### src/rtl/rfft_pkg.sv
// Package for the radix-4 FFT frame engine: sizes, types, twiddle and reorder functions.
package rfft_pkg;

  localparam int POINTS_LOG2 = 10;
  localparam int NPTS        = 1 << POINTS_LOG2;
  localparam int HALFN       = NPTS >> 1;
  localparam int QUARTN      = NPTS >> 2;
  localparam int SAMPLE_W    = 18;
  localparam int DATA_W      = 32;
  localparam int TW_W        = 19;
  localparam int BF_W        = POINTS_LOG2 - 1;
  localparam int QL_W        = $clog2(POINTS_LOG2 + 1);
  localparam int CFG_IDX_W   = 8;
  localparam int CFG_DATA_W  = 32;
  localparam int TW_MAX      = 131071;
  localparam real TWO_PI     = 6.283185307179586476925;

  localparam logic [CFG_IDX_W-1:0] CFG_INVERSE_MODE   = CFG_IDX_W'(0);
  localparam logic [CFG_IDX_W-1:0] CFG_SHIFT_ON_LOAD  = CFG_IDX_W'(1);
  localparam logic [CFG_IDX_W-1:0] CFG_SHIFT_ON_STORE = CFG_IDX_W'(2);
  localparam logic [CFG_IDX_W-1:0] CFG_WINDOW_ENABLE  = CFG_IDX_W'(3);

  localparam logic OP_PUSH = 1'b0;
  localparam logic OP_POP  = 1'b1;

  typedef struct packed {
    logic signed [DATA_W-1:0] re;
    logic signed [DATA_W-1:0] im;
  } cplx_t;

  typedef struct packed {
    logic signed [TW_W-1:0] wr;
    logic signed [TW_W-1:0] wi;
  } tw_t;

  typedef struct packed {
    logic inv;
    logic r2;
  } bf_ctrl_t;

  typedef enum logic [2:0] {
    ST_IDLE,
    ST_COPY,
    ST_RD,
    ST_WAIT,
    ST_WR
  } st_e;

  typedef logic [16:0] sine_tab_t [QUARTN+1];

  function automatic sine_tab_t build_sine();
    sine_tab_t tab;
    real x;
    int v;
    for (int k = 0; k <= QUARTN; k++) begin
      x = $sin(TWO_PI * k / NPTS) * 131072.0;
      v = $rtoi(x + 0.5);
      if (v > TW_MAX) v = TW_MAX;
      if (v < 0) v = 0;
      tab[k] = 17'(v);
    end
    return tab;
  endfunction

  localparam sine_tab_t SINE_TAB = build_sine();

  localparam tw_t TW_UNITY = '{wr: TW_W'(131072), wi: '0};

  // Quarter-wave fold of e^(-j2*pi*t/N); the sine term flips in inverse mode.
  function automatic tw_t twiddle(logic [POINTS_LOG2-1:0] t, logic inv);
    tw_t w;
    logic neg;
    logic [POINTS_LOG2-2:0] r;
    logic [POINTS_LOG2-2:0] qn;
    logic signed [TW_W-1:0] c;
    logic signed [TW_W-1:0] s;
    neg = t[POINTS_LOG2-1];
    r   = t[POINTS_LOG2-2:0];
    qn  = (POINTS_LOG2-1)'(QUARTN);
    if (r <= qn) begin
      c = TW_W'(SINE_TAB[qn - r]);
      s = TW_W'(SINE_TAB[r]);
    end else begin
      c = -TW_W'(SINE_TAB[r - qn]);
      s = TW_W'(SINE_TAB[~r + 1'b1]);
    end
    if (neg) begin
      c = -c;
      s = -s;
    end
    w.wr = c;
    w.wi = inv ? s : -s;
    return w;
  endfunction

  // Base-4 digit reversal, with the top bit moved to bit 0 for odd sizes.
  function automatic logic [POINTS_LOG2-1:0] input_order(logic [POINTS_LOG2-1:0] n);
    logic [POINTS_LOG2-1:0] r;
    logic [POINTS_LOG2-1:0] x;
    r = '0;
    x = n;
    for (int d = 0; d < POINTS_LOG2 / 2; d++) begin
      r = (r << 2) | POINTS_LOG2'(x[1:0]);
      x = x >> 2;
    end
    if (POINTS_LOG2 % 2 == 1) r = (r << 1) | POINTS_LOG2'(x[0]);
    return r;
  endfunction

  function automatic logic signed [DATA_W-1:0] sat32(logic signed [35:0] v);
    if (v > 36'sd2147483647) return 32'sh7fffffff;
    if (v < -36'sd2147483648) return 32'sh80000000;
    return v[DATA_W-1:0];
  endfunction

endpackage

### src/rtl/rfft_bfly.sv
// Four-point (or two-point) butterfly sums on twiddled operands, saturated to 32 bits.
module rfft_bfly (
  input  rfft_pkg::cplx_t    ops_i [4],
  input  rfft_pkg::bf_ctrl_t ctrl_i,
  output rfft_pkg::cplx_t    y_o [4]
);
  import rfft_pkg::*;

  logic signed [35:0] ar, ai, br, bi, cr, ci, dr, di;
  cplx_t p, m;

  always_comb begin
    ar = 36'(ops_i[0].re);
    ai = 36'(ops_i[0].im);
    br = 36'(ops_i[1].re);
    bi = 36'(ops_i[1].im);
    cr = 36'(ops_i[2].re);
    ci = 36'(ops_i[2].im);
    dr = 36'(ops_i[3].re);
    di = 36'(ops_i[3].im);
    p.re = sat32(ar + bi - cr - di);
    p.im = sat32(ai - br - ci + dr);
    m.re = sat32(ar - bi - cr + di);
    m.im = sat32(ai + br - ci - dr);
    if (ctrl_i.r2) begin
      y_o[0].re = sat32(ar + br);
      y_o[0].im = sat32(ai + bi);
      y_o[1].re = sat32(ar - br);
      y_o[1].im = sat32(ai - bi);
      y_o[2]    = p;
      y_o[3]    = m;
    end else begin
      y_o[0].re = sat32(ar + br + cr + dr);
      y_o[0].im = sat32(ai + bi + ci + di);
      y_o[2].re = sat32(ar - br + cr - dr);
      y_o[2].im = sat32(ai - bi + ci - di);
      y_o[1]    = ctrl_i.inv ? m : p;
      y_o[3]    = ctrl_i.inv ? p : m;
    end
  end
endmodule

### config.mk
export PLATFORM = sky130hd
export DESIGN_NAME = rfft_bfly
export DESIGN_NICKNAME = d
export VERILOG_FILES = /design/src/rtl/rfft_pkg.sv /design/src/rtl/rfft_bfly.sv
export SDC_FILE = /design/constraint.sdc
export NUM_CORES = 2
export LEC_CHECK = 0
export ABC_AREA = 0
export BUFFER_PORTS_ARGS = -buffer_cell sky130_fd_sc_hd__buf_2
export CAP_MARGIN = 20
export CORE_ASPECT_RATIO = 0.5
export CORE_MARGIN = 2
export CORE_UTILIZATION = 56
export DETAILED_ROUTE_END_ITERATION = 10
export PLACE_DENSITY = 0.88
export SLEW_MARGIN = 5
export SYNTH_ARGS = -nofsm -noshare
export SYNTH_HDL_FRONTEND = slang
export SYNTH_SLANG_ARGS = --single-unit
### constraint.sdc
create_clock -name vclk -period 12.3
set_input_delay 3.69 -clock vclk [all_inputs]
set_output_delay 3.69 -clock vclk [all_outputs]
set_load 0.005 [all_outputs]
==> impl_metrics.ini, run 1 <==
[outcome]
status = aborted with a tool error
stop_stage = 5_1_grt
firstError = [ERROR GRT-0116] Global routing finished with congestion. Check the congestion regions in the DRC Viewer.

[yosys]
ys_warn_count = 0
synth.most_common_cell = a21oi_1
seq_area_frac_synth_pct = 0
syn_inst = 4731
syn_avg_cell_area_um2 = 7.49
syn-num-nets = 5791
syn_area_mm2 = 0.0354
synth_area_leaders = fa_1 22%, ha_1 14%, a21oi_1 8.5%
synth_common_cells = 605 x a21oi_1, 470 x inv_1, 408 x nand2_1, 404 x ha_1, 398 x fa_1
yosys.area.top_type = fa_1
synth_top_area_share_pct = 22.5
ys_types = 104

[clocking]
hold_buffers = 0

[global_routing]
grt.overflow.total = 3999
grt_pass1_vias = 71000
grt_max_degree = 34
grt_usage_pct = 101
grt_pass1_wl_um = 490000

[place]
globalplace.congestion = 1.33
post-dp-hpwl_um = 172000
place_area_mm2 = 0.0477
numPortBuffers = 514

[floorplanning]
num_rows = 65
die_y_um = 182
start_util_pct = 56.4
die-width_um = 360
ios = 514
[repair_timing]
action	in CTS
resized for setup	505
setup buffers	86
endpoints found under the setup margin	252
hold endpoints to repair	0
gates cloned	11
pin swaps	195
[cell families after synthesis]
group           Yosys count  share of synthesized area (%)
compound gates         1626                           29.5
xor+xnor                355                           8.78
fa+ha+maj               802                           36.8
buf+inv                 692                           7.79
mux                       8                          0.237
simple gates           1248                           16.9
[routing by layer]
layer  GRT overflow  GRT usage (%)
met2           2135            113
met4            653            100
met1            684           94.7
met5             61           94.8
met3            466           95.5
[stage by stage]
step | hold slack (ns) | setup WS, ns | instances | setup TNS [ns]
after CTS | 7.96 | -0.890 | 7174 | -101.37
after global placement | 7.93 | -1.15 | 7082 | -130.29
after detailed placement | 7.96 | -1.56 | 7082 | -214.60
after floorplan | 7.59 | -0.0861 | 4731 | -1.61
==> run 2, diff against run 1 <==
--- a/config.mk
+++ b/config.mk
@@ -8,11 +8,10 @@
 export ABC_AREA = 0
 export BUFFER_PORTS_ARGS = -buffer_cell sky130_fd_sc_hd__buf_2
 export CAP_MARGIN = 20
-export CORE_ASPECT_RATIO = 0.5
 export CORE_MARGIN = 2
-export CORE_UTILIZATION = 56
+export CORE_UTILIZATION = 40
 export DETAILED_ROUTE_END_ITERATION = 10
-export PLACE_DENSITY = 0.88
+export PLACE_DENSITY_LB_ADDON = 0.15
 export SLEW_MARGIN = 5
 export SYNTH_ARGS = -nofsm -noshare
 export SYNTH_HDL_FRONTEND = slang
==> constraint.sdc (replaced) <==
create_clock -name vclk -period 16
set_input_delay 4.8 -clock vclk [all_inputs]
set_output_delay 4.8 -clock vclk [all_outputs]
set_load 0.005 [all_outputs]
==> run 2 against run 1 <==
Compared with the run above: the run now ends clean; synthesized area did not move; synthesized cell count unchanged.
==> impl_metrics.ini, run 2 <==
[sta]
tightest_slew_ns = 1.15
fmax_ghz = 0.0630
finalHoldViolCount = 0
maxSlewHeadroom_pct = 23.6
final-setup-viol-count = 0
post-route-min-period_ns = 15.87
maxSlewViolCount = 0
finalCritPeriodShare_pct = 99.2
fin_tns_setup_ns = 0

[worst_setup_path]
worstPathMaxFanout = 12
arrival_ns = 11.07
critPathKind = input port to primary output
setup.worst_path.end_class = primary output
crit_required_ns = 11.20
critPathLaunchType = input port

[floorplanning]
dieArea_mm2 = 0.0910
coreArea_mm2 = 0.0881
num_rows = 109
start_util_pct = 40.2
die-width_um = 302
die_y_um = 302
ios = 514

[final_layout]
fillCellCount = 9260
seq_cells = 0
area_delta_synth_final_pct = 20.6
final_cell_mix = 592 x a21oi_1, 514 x buf_2, 470 x inv_1, 449 x buf_4, 408 x nand2_1
final_cells = 6672
layout_commonest_cell = a21oi_1
multi_input_area_mm2 = 0.0332
seq_area_um2 = 0
fin_nets = 6552
drive_gt1_share_pct = 20.7
post-route-util_pct = 48.5
clkbuf_count = 0

[yosys]
syn_inst = 4731
ys_warn_count = 0
yosys.area.top_type = fa_1
ys_types = 104
syn-num-nets = 5791
syn_avg_cell_area_um2 = 7.49
syn_area_mm2 = 0.0354
synth_top_area_share_pct = 22.5
synth_area_leaders = fa_1 22%, ha_1 14%, a21oi_1 8.5%
seq_area_frac_synth_pct = 0
synth_common_cells = 605 x a21oi_1, 470 x inv_1, 408 x nand2_1, 404 x ha_1, 398 x fa_1
synth.most_common_cell = a21oi_1

[power]
p_clk_share_pct = 0
power.leakage_nw = 20.1
total_power_mw = 7.11
power.share.combinational_pct = 100.0
internal-power_mw = 2.72
peakVddDrop_mv = 0.104
powerDensity_mw_per_mm2 = 166
p_switching_mw = 4.38
p_seq_share_pct = 0
swShare_pct = 61.7

[global_routing]
grt_pass1_wl_um = 264000
grt_usage_pct = 39.8
grt_max_degree = 33
grt_pass1_vias = 38300
antenna_found_initial = 49
grt.overflow.total = 0

[min_path]
min_path_type = input port to primary output
hold_depth = 5

[detailed_routing]
routedWlPerCell_um = 28.4
wl_um = 189000
postRouteAntennaNets = 0
drt_iter0_drc = 4626
drc = 0
vias = 40000
via_per_inst = 6.00
first_pass_iters = 6

[place]
globalplace.congestion = 1.06
numPortBuffers = 514
post-dp-hpwl_um = 168000
dpl.cell_count = 6643

[outcome]
status = completed

[clocking]
hold_buffers = 0

[run]
cap_violations = 0
## run 2: cell counts after synthesis
Identical to the previous run, type by type.
## run 2: area by class of cell
class | count | share of cell area [%]
Tap cell | 1165 | 3.41
Antenna cell | 17 | 0.0996
Inverter | 471 | 4.14
Timing Repair Buffer | 980 | 14.7
Multi-Input combinational cell | 4039 | 77.7
## run 2: through the flow
step | hold WS [ns] | setup slack, ns | cell area (um2)
after CTS | 10.19 | 0.0122 | 42100
after global placement | 10.18 | -0.126 | 42000
after detailed placement | 10.19 | -0.172 | 42000
after floorplan | 9.81 | 0.951 | 35400
final | 10.20 | 0.134 | 42700
after global routing | 10.23 | -0.0741 | 42700
## run 2: worst max-delay path: stages
cell      delay [ns]
buf_2           0.14
inv_1           0.11
ha_1            0.34
or4_4           0.57
or3_4           0.39
nor4_4          0.27
buf_4           0.20
nor3_2          0.09
o31ai_4         0.35
xnor2_2         0.20
fa_1            0.47
ha_1            0.32
and3_1          0.19
buf_4           0.14
o21ai_1         0.10
a31oi_1         0.14
nor2_1          0.22
o211ai_1        0.23
o31ai_2         0.36
xor2_2          0.22
buf_4           0.15
o31ai_4         0.05
buf_4           0.17
nand2_1         0.11
buf_12          0.17
nor2_1          0.05
or3_1           0.36
buf_2           0.15
## run 2: logic make-up after synthesis
kind of cell	share of synthesized area, %
multiplexers	0.237
AND/OR/NAND/NOR	16.9
buffers and inverters	7.79
XOR/XNOR	8.78
adder cells (fa/ha/maj)	36.8
AO/OA/AOI/OAI	29.5
## run 2: timing repair
| item | CTS | global route |
|---|---|---|
| gates cloned | 0 | 3 |
| setup buffers | 2 | 8 |
| resized for setup | 5 | 99 |
| endpoints found under the setup margin | 15 | 124 |
| pin swaps | 4 | 27 |
## run 2: power by group through the flow
| stage | sequential, mW | clock, mW | combinational, mW |
|---|---|---|---|
| detailed placement | 0 | 0 | 6.75 |
| finish | 0 | 0.000000143 | 7.11 |
| floorplan | 0 | 0 | 3.91 |
| global route | 0 | 0.0000000755 | 7.57 |
| CTS | 0 | 0 | 6.79 |
| global placement | 0 | 0 | 6.80 |
## run 2: routing by layer
metal,up-vias,part of all wire [%],global-route usage (%),wire [um]
li1,18200,-,-,-
met1,19300,41,52.0,77400
met2,2069,44,63.0,83300
met3,403,9.1,7.86,17200
met4,50,5.8,18.7,11000
met5,-,0.16,0,306
## run 2: worst paths after layout
check / startpoint / to / slack [ns]
max: ops_i[146] / y_o[222] / 0.13
min: ops_i[64] / y_o[64] / 10.20
(Power assumes the default switching activity.)
